`src/hdl/olte_pkg.sv`:
```
`default_nettype none
package olte_pkg;

	localparam logic [7:0]  SpriteYTop     = 8'd240;
	localparam logic [12:0] ColumnWordBase = 13'h200;
	localparam logic [5:0]  SpriteLastIdx  = 6'd3;
	localparam logic [5:0]  ColumnLastIdx  = 6'd63;

	typedef enum logic [1:0] {
		CMD_WRITE = 2'b01,
		CMD_ENTRY = 2'b10
	} cmd_kind_t;

	typedef struct packed {
		cmd_kind_t   kind;
		logic [13:0] addr;
		logic [7:0]  data;
		logic        column;
		logic [12:0] base;
		logic [7:0]  sy;
		logic [7:0]  cx;
		logic [3:0]  color;
	} cmd_t;

	typedef struct packed {
		logic [3:0] color;
		logic [7:0] x;
		logic [7:0] y;
		logic       last;
	} tile_meta_t;

	typedef struct packed {
		logic [13:0] code;
		logic [3:0]  color;
		logic [7:0]  x;
		logic [7:0]  y;
		logic        last;
	} tile_t;

	typedef struct packed {
		logic full;
		logic empty;
	} q_stat_t;

endpackage
`default_nettype wire

```
`src/hdl/olte_cmd_queue.sv`:
```
`default_nettype none
module olte_cmd_queue (
	input  wire logic     clk,
	input  wire logic     arst_n,
	input  wire logic     push,
	input  wire olte_pkg::cmd_t push_cmd,
	input  wire logic     pop,
	output olte_pkg::cmd_t head,
	output olte_pkg::q_stat_t stat
);
	import olte_pkg::*;

	cmd_t       ent_q [2];
	logic       wr_q;
	logic       rd_q;
	logic [1:0] cnt_q;

	assign head       = ent_q[rd_q];
	assign stat.full  = (cnt_q == 2'd2);
	assign stat.empty = (cnt_q == 2'd0);

	always_ff @(posedge clk) begin
		if (push) begin
			ent_q[wr_q] <= push_cmd;
		end
	end

	always_ff @(posedge clk or negedge arst_n) begin
		if (!arst_n) begin
			wr_q  <= 1'b0;
			rd_q  <= 1'b0;
			cnt_q <= 2'd0;
		end else begin
			if (push) begin
				wr_q <= !wr_q;
			end
			if (pop) begin
				rd_q <= !rd_q;
			end
			if (push && !pop) begin
				cnt_q <= cnt_q + 2'd1;
			end else if (pop && !push) begin
				cnt_q <= cnt_q - 2'd1;
			end
		end
	end
endmodule
`default_nettype wire

```
`config.mk`:
```
export PLATFORM = sky130hd
export DESIGN_NAME = olte_cmd_queue
export DESIGN_NICKNAME = d
export VERILOG_FILES = /design/src/hdl/olte_pkg.sv /design/src/hdl/olte_cmd_queue.sv
export SDC_FILE = /design/constraint.sdc
export NUM_CORES = 1
export LEC_CHECK = 0
export ABC_AREA = 1
export BUFFER_PORTS_ARGS = -buffer_cell sky130_fd_sc_hd__buf_2
export CORE_UTILIZATION = 30
export DETAILED_ROUTE_END_ITERATION = 8
export PLACE_DENSITY = 0.61
export SLEW_MARGIN = 20
export SYNTH_ARGS = -nofsm -noshare
export SYNTH_HDL_FRONTEND = slang
export SYNTH_SLANG_ARGS = --single-unit
```
`constraint.sdc`:
```
create_clock -name clk -period 4.5 [get_ports clk]
set_clock_uncertainty 0.15 [all_clocks]
set_input_delay 0.225 -clock clk [delete_from_list [all_inputs] [get_ports clk]]
set_output_delay 0.225 -clock clk [all_outputs]
set_load 0.1 [all_outputs]
```
==> impl_metrics.prom <==
# TYPE chip_impl_metric gauge
chip_impl_metric{name="cts_htree_levels",unit=""} 4
chip_impl_metric{name="synthDistinctLibCells",unit=""} 15
chip_impl_metric{name="top_level_ports",unit=""} 122
chip_impl_metric{name="total_drc_errors_in_the_routed_layout",unit=""} 0
chip_impl_metric{name="die_h",unit="um"} 124
chip_impl_info{name="rsz0062_at_grt",value="false"} 1
chip_impl_metric{name="antenna_left",unit=""} 0
chip_impl_metric{name="finalHoldViolations",unit=""} 0
chip_impl_info{name="worst_r2r_endpoint",value="ent_q[0][28]$_DFFE_PP_"} 1
chip_impl_metric{name="worst_ep_required_time",unit="ps"} 4120
chip_impl_metric{name="numClockSinks",unit=""} 120
chip_impl_info{name="mostFrequentLayoutCell",value="buf_2"} 1
chip_impl_metric{name="first_global_vias",unit=""} 2681
chip_impl_metric{name="arrival_worst_endpoint",unit="ps"} 2480
chip_impl_metric{name="netlist_instances",unit=""} 206
chip_impl_metric{name="grt.total_usage",unit="%"} 11.8
chip_impl_metric{name="p_r_area_growth_vs_syn",unit="%"} 45.1
chip_impl_metric{name="cts_buffers",unit=""} 17
chip_impl_info{name="cts_tree",value="yes"} 1
chip_impl_metric{name="final_layout_size_suffix_gt1_share",unit="%"} 50.4
chip_impl_metric{name="die_width",unit="um"} 124
chip_impl_metric{name="drt_iter0_markers",unit=""} 86
chip_impl_metric{name="ys.warnings.count",unit=""} 0
chip_impl_metric{name="vias_per_cell",unit=""} 4.21
chip_impl_metric{name="hold_depth",unit=""} 2
chip_impl_metric{name="synth.avg_cell_area",unit="um^2"} 21.5
chip_impl_metric{name="drt-wirelength-per-cell",unit="um"} 14.1
chip_impl_metric{name="timing.final.crit_period",unit="ps"} 2850
chip_impl_info{name="critPathKind",value="flop to output port"} 1
chip_impl_info{name="crit-reg2reg-launch",value="wr_q$_DFFE_PN0P_"} 1
chip_impl_metric{name="tightestPinTransition",unit="ps"} 769
chip_impl_metric{name="worstSkewPairLatency",unit="ps"} 400
chip_impl_metric{name="num_vias",unit=""} 2528
chip_impl_metric{name="cp_max_fanout",unit=""} 32
chip_impl_info{name="worst_setup_path_start_kind",value="flop"} 1
chip_impl_metric{name="clock_path_buffers",unit=""} 2
chip_impl_info{name="critPathCaptureType",value="output port"} 1
chip_impl_metric{name="syn-cell-area",unit="um^2"} 4440
chip_impl_metric{name="postRouteWirelength",unit="um"} 8460
chip_impl_metric{name="r2r_setup_slack",unit="ps"} 2460
chip_impl_info{name="cts-root-buf",value="clkbuf_16"} 1
chip_impl_info{name="worst_min_delay_path_class",value="flop to flop"} 1
chip_impl_metric{name="die_area",unit="um^2"} 15300
chip_impl_metric{name="postCtsSetupRepairBufs",unit=""} 0
chip_impl_metric{name="design.final.nets",unit=""} 467
chip_impl_metric{name="pin_count_of_the_biggest_net_entering_global_routing",unit=""} 43
chip_impl_metric{name="number_of_antenna_violations_at_the_first_check_in_global_routing",unit=""} 0
chip_impl_info{name="result_of_the_run",value="completed"} 1
chip_impl_metric{name="first_pass_grt_wire_length",unit="um"} 13000
chip_impl_metric{name="layout_worst_path_cycle_share",unit="%"} 63.4
chip_impl_metric{name="drv.max_cap_violation_count",unit=""} 0
chip_impl_info{name="whs_endpoint",value="cnt_q[1]$_DFFE_PN0P_"} 1
chip_impl_info{name="commonest_cells_after_routing_fill_and_taps_aside",value="buf_2 (121), edfxtp_1 (116), dlygate4sd3_1 (62)"} 1
chip_impl_metric{name="seq_area_frac_synth",unit="%"} 80.7
chip_impl_metric{name="start_util",unit="%"} 30.7
chip_impl_metric{name="maxSlewViolCount",unit=""} 0
chip_impl_info{name="hold_path_startpoint",value="cnt_q[1]$_DFFE_PN0P_"} 1
chip_impl_metric{name="finalCoreUtilization",unit="%"} 44.5
chip_impl_metric{name="worst_r2r_path_depth",unit=""} 2
chip_impl_metric{name="detailed_routing_iteration_count_for_the_pre_antenna_repair_pass",unit=""} 4
chip_impl_metric{name="slew_headroom",unit="%"} 48.8
chip_impl_metric{name="synth_fp_nets",unit=""} 269
chip_impl_metric{name="path_clk_slew",unit="ps"} 50
chip_impl_metric{name="finalSetupViolations",unit=""} 0
chip_impl_metric{name="finalSetupTns",unit="ps"} 0
chip_impl_metric{name="hpwl",unit="um"} 5240
chip_impl_metric{name="core_area",unit="um^2"} 14500
chip_impl_metric{name="antenna_cells_inserted",unit=""} 0
chip_impl_metric{name="rows",unit=""} 44
chip_impl_metric{name="grt-ovfl-total",unit=""} 0
chip_impl_metric{name="port_buffers",unit=""} 121
chip_impl_metric{name="achievable_clock_frequency",unit="MHz"} 351
chip_impl_metric{name="gp_congestion",unit=""} 0.649
chip_impl_metric{name="synth.ff_latch_count",unit=""} 120
[per-layer routing]
| layer | share of wire, % | track usage [%] | vias to the layer above |
|---|---|---|---|
| met5 | 0 | 0 | - |
| met4 | 1.2 | 5.35 | 0 |
| met3 | 5.9 | 5.08 | 8 |
| met2 | 51 | 19.5 | 78 |
| met1 | 42 | 13.1 | 1244 |
| li1 | - | - | 1198 |
[critical path: stages (launching register included)]
cell and delay (ps):
dfrtp_2 860, buf_4 500, mux2_2 390, buf_2 290
[worst max path at each step]
stage	startpoint	end	slack (ps)	depth (start not counted)
6_report	rd_q$_DFFE_PN0P_	head[54]	1650	3
5_1_grt	rd_q$_DFFE_PN0P_	head[57]	1440	3
4_1_cts	rd_q$_DFFE_PN0P_	head[54]	1540	3
3_5_place_dp	rd_q$_DFFE_PN0P_	head[52]	1960	3
3_3_place_gp	rd_q$_DFFE_PN0P_	head[54]	2010	3
2_1_floorplan	wr_q$_DFFE_PN0P_	ent_q[0][0]$_DFFE_PP_	1040	1
[cell type report]
| cell class | instances | area [um^2] |
|---|---|---|
| clock buffers | 22 | 444 |
| clock inverters | 10 | 128 |
| fillers | 1282 | 8040 |
| inverters | 7 | 26.3 |
| multi-input cells | 72 | 778 |
| flip-flops and latches | 120 | 3580 |
| well taps | 184 | 230 |
| repair buffers | 186 | 1250 |
[kinds of logic after synthesis]
| family | after synthesis | share of synthesized area [%] |
|---|---|---|
| buf+inv | 14 | 1.89 |
| fa+ha+maj | 1 | 0.282 |
| simple gates | 10 | 0.930 |
| mux | 58 | 15.6 |
| flops | 120 | 80.7 |
| xor+xnor | 3 | 0.592 |
[repair_timing]
item,4_1_cts,5_1_grt
resized for setup,0,0
hold endpoints to repair,122,0
hold buffers,62,0
[sequential cells by signal (all words and copies together) (netlist names)]
signal / count
ent_q: 116
cnt_q: 2
rd_q: 1
wr_q: 1
[through the flow]
step	cells	hold slack (ps)	setup slack, ps	instance area (um^2)
5_1_grt	601	374	1440	6440
4_1_cts	601	354	1540	6440
3_3_place_gp	507	-117	2010	5250
2_1_floorplan	206	-221	1040	4440
6_report	601	356	1650	6440
3_5_place_dp	507	-113	1960	5250
[cell usage after synthesis]
master	instances	area share, %
edfxtp_1	116	78
mux2_2	48	12
mux2_4	10	3.4
inv_1	7	0.59
nand2_1	5	0.42
buf_2	4	0.45
dfrtp_1	4	2.3
nor2_1	3	0.25
buf_6	2	0.51
xor2_1	2	0.39
buf_8	1	0.34
ha_1	1	0.28
nand3_1	1	0.11
nand4_1	1	0.14
xnor2_1	1	0.20
Power is left out: the tool's default activity adds up to more than one toggle a clock period on the data nets, which glitch-free logic cannot reach.
