$ cat src/hdl/olte_pkg.sv
`default_nettype none
package olte_pkg;

	localparam logic [7:0]  SpriteYTop     = 8'd240;
	localparam logic [12:0] ColumnWordBase = 13'h200;
	localparam logic [5:0]  SpriteLastIdx  = 6'd3;
	localparam logic [5:0]  ColumnLastIdx  = 6'd63;

	typedef enum logic [1:0] {
		CMD_WRITE = 2'b01,
		CMD_ENTRY = 2'b10
	} cmd_kind_t;

	typedef struct packed {
		cmd_kind_t   kind;
		logic [13:0] addr;
		logic [7:0]  data;
		logic        column;
		logic [12:0] base;
		logic [7:0]  sy;
		logic [7:0]  cx;
		logic [3:0]  color;
	} cmd_t;

	typedef struct packed {
		logic [3:0] color;
		logic [7:0] x;
		logic [7:0] y;
		logic       last;
	} tile_meta_t;

	typedef struct packed {
		logic [13:0] code;
		logic [3:0]  color;
		logic [7:0]  x;
		logic [7:0]  y;
		logic        last;
	} tile_t;

	typedef struct packed {
		logic full;
		logic empty;
	} q_stat_t;

endpackage
`default_nettype wire

$ cat src/hdl/olte_if.sv
`default_nettype none
interface olte_in_if;
	logic        valid;
	logic        ready;
	logic        func;
	logic [13:0] vram_addr;
	logic [7:0]  vram_data;
	logic        first_entry;
	logic [7:0]  obj_y;
	logic [7:0]  obj_num;
	logic [7:0]  obj_x;
	logic [7:0]  obj_attr;

	modport source (output valid, func, vram_addr, vram_data, first_entry, obj_y, obj_num,
		obj_x, obj_attr, input ready);
	modport sink (input valid, func, vram_addr, vram_data, first_entry, obj_y, obj_num,
		obj_x, obj_attr, output ready);
endinterface

`default_nettype wire

$ cat src/hdl/olte_front.sv
`default_nettype none
module olte_front (
	input  wire logic    clk,
	input  wire logic    arst_n,
	olte_in_if.sink      item,
	input  wire olte_pkg::q_stat_t stat,
	output logic         push,
	output olte_pkg::cmd_t cmd
);
	import olte_pkg::*;

	logic       accept;
	logic       blank;
	logic [7:0] cx_base;
	logic [7:0] cx_new;
	logic [7:0] column_x_q;

	assign item.ready = !stat.full;
	assign accept     = item.valid && item.ready;

	always_comb begin
		blank   = (item.obj_y == 8'd0) && (item.obj_num == 8'd0) &&
			(item.obj_x == 8'd0) && (item.obj_attr == 8'd0);
		cx_base = item.first_entry ? 8'd0 : column_x_q;
		if (item.obj_num[7] && item.obj_num[6]) begin
			cx_new = cx_base + 8'd16;
		end else begin
			cx_new = item.obj_x;
		end

		cmd.kind   = item.func ? CMD_ENTRY : CMD_WRITE;
		cmd.addr   = item.vram_addr;
		cmd.data   = item.vram_data;
		cmd.column = item.obj_num[7];
		if (item.obj_num[7]) begin
			cmd.base = {1'b0, item.obj_num[5:0], 6'b0} + ColumnWordBase;
			cmd.sy   = 8'd0 - item.obj_y;
		end else begin
			cmd.base = {4'b0, item.obj_num[6:0], 2'b0};
			cmd.sy   = SpriteYTop - item.obj_y;
		end
		cmd.cx    = cx_new;
		cmd.color = item.obj_attr[3:0];

		push = accept && (!item.func || !blank);
	end

	always_ff @(posedge clk or negedge arst_n) begin
		if (!arst_n) begin
			column_x_q <= 8'd0;
		end else if (accept && item.func) begin
			column_x_q <= blank ? cx_base : cx_new;
		end
	end
endmodule
`default_nettype wire

$ cat src/flat_wrapper.sv
// flat-port wrapper written by rule: the top's interface ports become plain ports
module olte_front_flat import olte_pkg::*;
  (clk, arst_n, stat, push, cmd, item_valid, item_func, item_vram_addr, item_vram_data, item_first_entry, item_obj_y, item_obj_num, item_obj_x, item_obj_attr, item_ready);
  olte_in_if item_i ();
  input  wire logic clk;
  input  wire logic arst_n;
  input  wire olte_pkg::q_stat_t stat;
  output logic push;
  output olte_pkg::cmd_t cmd;
  input wire logic [$bits(item_i.valid)-1:0] item_valid;
  input wire logic [$bits(item_i.func)-1:0] item_func;
  input wire logic [$bits(item_i.vram_addr)-1:0] item_vram_addr;
  input wire logic [$bits(item_i.vram_data)-1:0] item_vram_data;
  input wire logic [$bits(item_i.first_entry)-1:0] item_first_entry;
  input wire logic [$bits(item_i.obj_y)-1:0] item_obj_y;
  input wire logic [$bits(item_i.obj_num)-1:0] item_obj_num;
  input wire logic [$bits(item_i.obj_x)-1:0] item_obj_x;
  input wire logic [$bits(item_i.obj_attr)-1:0] item_obj_attr;
  output wire logic [$bits(item_i.ready)-1:0] item_ready;
  assign item_i.valid = item_valid;
  assign item_i.func = item_func;
  assign item_i.vram_addr = item_vram_addr;
  assign item_i.vram_data = item_vram_data;
  assign item_i.first_entry = item_first_entry;
  assign item_i.obj_y = item_obj_y;
  assign item_i.obj_num = item_obj_num;
  assign item_i.obj_x = item_obj_x;
  assign item_i.obj_attr = item_obj_attr;
  assign item_ready = item_i.ready;
  olte_front u_core (.clk(clk), .arst_n(arst_n), .item(item_i), .stat(stat), .push(push), .cmd(cmd));
endmodule
$ cat config.mk
export PLATFORM = sky130hd
export DESIGN_NAME = olte_front_flat
export DESIGN_NICKNAME = d
export VERILOG_FILES = /design/src/hdl/olte_pkg.sv /design/src/hdl/olte_if.sv /design/src/hdl/olte_front.sv /design/src/flat_wrapper.sv
export SDC_FILE = /design/constraint.sdc
export NUM_CORES = 1
export LEC_CHECK = 0
export BUFFER_PORTS_ARGS = -buffer_cell sky130_fd_sc_hd__buf_2
export CORE_UTILIZATION = 37
export DETAILED_ROUTE_END_ITERATION = 7
export PLACE_DENSITY_LB_ADDON = 0.08
export SLEW_MARGIN = 20
export SYNTH_ARGS = -nofsm -noshare
export SYNTH_HDL_FRONTEND = slang
export SYNTH_SLANG_ARGS = --single-unit
$ cat constraint.sdc
create_clock -name clk -period 3.35 [get_ports clk]
set_input_delay 0.335 -clock clk [delete_from_list [all_inputs] [get_ports clk]]
set_output_delay 0.335 -clock clk [all_outputs]
set_load 0.02 [all_outputs]
==> metrics.txt <==
DRC errors left 20; most frequent cells in the layout buf_2 (73), inv_1 (16), nand2_1 (10), nor2b_1 (10); critical path data required time around 3000 ps; area grow syn2layout 17.40%; Leakage Power between 0.6 and 0.7 nW; post-synthesis cell count 142; sequential fraction of the synthesis area 0.1808; max FFs per register 8; Slew @ Worst Pin ~630 ps; most common cell after layout, fill and taps aside buf_2; Setup violations, final 0; Setup TNS 0 ps; placed cell areas 0.001267 sq mm; Worst Hold Class in -> async; initial core utilization 0.3947; slowest stage delay, CP around 370 ps; clk_lat worst skew 240 ps; Max clock buf depth 2; Vias/cell roughly 4.9; H-tree Lvls 1; type of the worst setup path in -> out; die width about 57 um; Die ar. roughly 0.0032 sq mm; failing checks DRC; gr usage total 0.1626; Final Hold Fails 0; crit-path max FO 16; Top Registers u_core.column_x_q x8; max cap viols 0; worst r2r dst u_core.column_x_q[6]; RR Startpoint u_core.column_x_q[4]; initial antenna violation count 0; Synth cell types 30; routability cong. roughly 0.79; via count about 1100; FF+latch count, synth 8; cells on worst reg2reg path 5; pin count of the biggest net entering global routing 17; crit path cell chain buf_2, inv_1, ha_1, a21o_1, a21oi_1, xnor2_1, buf_2; CP startpoint kind input port; Largest delay share family, worst path buffers and inverters; Post-Layout Inst Area between 0.001 and 0.0015 sq mm; DRT Wirelength about 2.7 mm; Yosys Warn Count 0; CP endpoint cmd[18]; vias in the first global route about 940; Nets around 260; Post-Syn Area roughly 0.0011 sq mm; drt pass-1 iters 6; Final ANT Viol Nets 0; IO buf count between 70 and 80; Critical path origin item_obj_num[7]; Max Freq roughly 470 MHz; Slew headroom 0.5790; post-placement cell count between 200 and 250; DR iter-0 viols 36; layout cells sized above 1 0.4599; CP arrival roughly 1800 ps; Largest Register u_core.column_x_q; Fillers 289; Period Utilization, post-route 0.6387; critical path depth 7; crit end category output pin; clk slew on worst S/H paths roughly 50 ps; Avg Inst Size Synth about 8 sq um; # diodes 0; PwrDens 307.1 mW/mm^2; Slew Limit Fails 0; Core Region between 0.002 and 0.003 sq mm; Setup Skew ~1.5 ps; Post-CTS Resized 0; VDD IR max 0.2693 mV; status finished, violations left; global-route wire length before repair roughly 4.2 mm; unrepaired setup endpoints after global routing no; GR Overflow Total 0; WL/cell around 12 um; die extent in y between 50 and 60 um; CP dominant cell by count buf_2; Max stage delay cell, worst path ha_1; r2r setup slk roughly 2000 ps; CTS Root Cell clkbuf_4; Layout Cells excl Fill about 220; CTS tree done; Num CTS Buffers 3; final core utilization 0.4634; FP Rows 19; # clock sinks 8; num ports around 120; Final Critical Period approximately 2100 ps; Buf+Inv Stages, Crit Path 3; dpl hpwl ~2.3 mm
==> per-layer routing <==
metal,vias to the layer above,global-route usage,part of all wire
met5,-,0,0
met4,0,0.04286,0.0064
met3,6,0.03687,0.095
met2,53,0.2806,0.48
met1,473,0.2017,0.42
li1,534,-,-
==> metrics by stage <==
step | hold WS [ps] | power (W) | worst slack (ps)
2_1_floorplan | 39.41 | 0.0003018 | 1140
3_3_place_gp | 185.1 | 0.0003305 | 1247
3_5_place_dp | 182.6 | 0.0003327 | 1204
4_1_cts | 452.6 | 0.0004047 | 1208
5_1_grt | 453.9 | 0.0004330 | 1052
6_report | 459.5 | 0.0003992 | 1210
==> report_power, final <==
part | leakage (nW) | switching [W] | internal, W | total (W)
clock | 0.0138 | 0.0000278 | 0.0000407 | 0.0000684
combinational | 0.587 | 0.000123 | 0.0000858 | 0.000208
sequential | 0.0987 | 0.00000807 | 0.000114 | 0.000122
==> cell usage after synthesis <==
cell | instances | area share
xor2_1 | 1 | 0.0079
o31a_1 | 2 | 0.016
inv_1 | 16 | 0.054
a21o_1 | 1 | 0.0068
o31ai_1 | 1 | 0.0068
nor2_1 | 6 | 0.020
o21ai_1 | 7 | 0.032
a31oi_1 | 1 | 0.0057
dfrtp_1 | 8 | 0.18
and2_1 | 1 | 0.0057
o21ai_0 | 1 | 0.0045
o2bb2ai_1 | 2 | 0.016
nand4_1 | 2 | 0.011
nor3_1 | 1 | 0.0045
nor3b_2 | 1 | 0.011
nor4_2 | 1 | 0.011
xnor2_1 | 8 | 0.063
mux2_2 | 8 | 0.081
ha_1 | 6 | 0.068
buf_4 | 31 | 0.21
and4_1 | 1 | 0.0079
nor4_1 | 7 | 0.040
nand3_1 | 1 | 0.0045
conb_1 | 1 | 0.0034
nand2_1 | 10 | 0.034
a21oi_1 | 4 | 0.018
buf_6 | 1 | 0.010
nand2b_1 | 1 | 0.0057
clkbuf_1 | 1 | 0.0034
nor2b_1 | 10 | 0.056
==> what timing repair did <==
item | in CTS | in global routing
setup endpoints to repair | 0 | 0
endpoints found under the hold margin | 8 | 0
setup buffers | 0 | 0
hold buffers | 1 | 0
==> logic make-up after synthesis <==
family	share of synthesized area
simple gates	0.2124
mux	0.08136
compound gates	0.1051
buf+inv	0.2780
xor+xnor	0.07119
fa+ha+maj	0.06779
other cells	0.003387
flops	0.1808
==> area by class of cell <==
class                   count  area, sq um  area share
repair buffers             74        375.4      0.2887
clock buffers               3        22.52     0.01732
well taps                  31        38.79     0.02984
flip-flops and latches      8        200.2      0.1540
multi-input cells          86        603.1      0.4639
inverters                  16        60.06     0.04620
==> worst min-delay path by stage <==
stage	startpoint	to
detailed placement	arst_n	u_core.column_x_q[3]
finish	arst_n	u_core.column_x_q[7]
floorplan	arst_n	u_core.column_x_q[0]
global route	arst_n	u_core.column_x_q[7]
global placement	arst_n	u_core.column_x_q[3]
CTS	arst_n	u_core.column_x_q[3]
==> worst register-to-register path: cells and delay by family, from the launching register on <==
kind            cells  cell delay (ps)
fa+ha+maj           1              190
flops               1              390
xor+xnor            1              120
compound gates      2              400
simple gates        1              150
No activity file was read; power rests on OpenSTA's default activity.
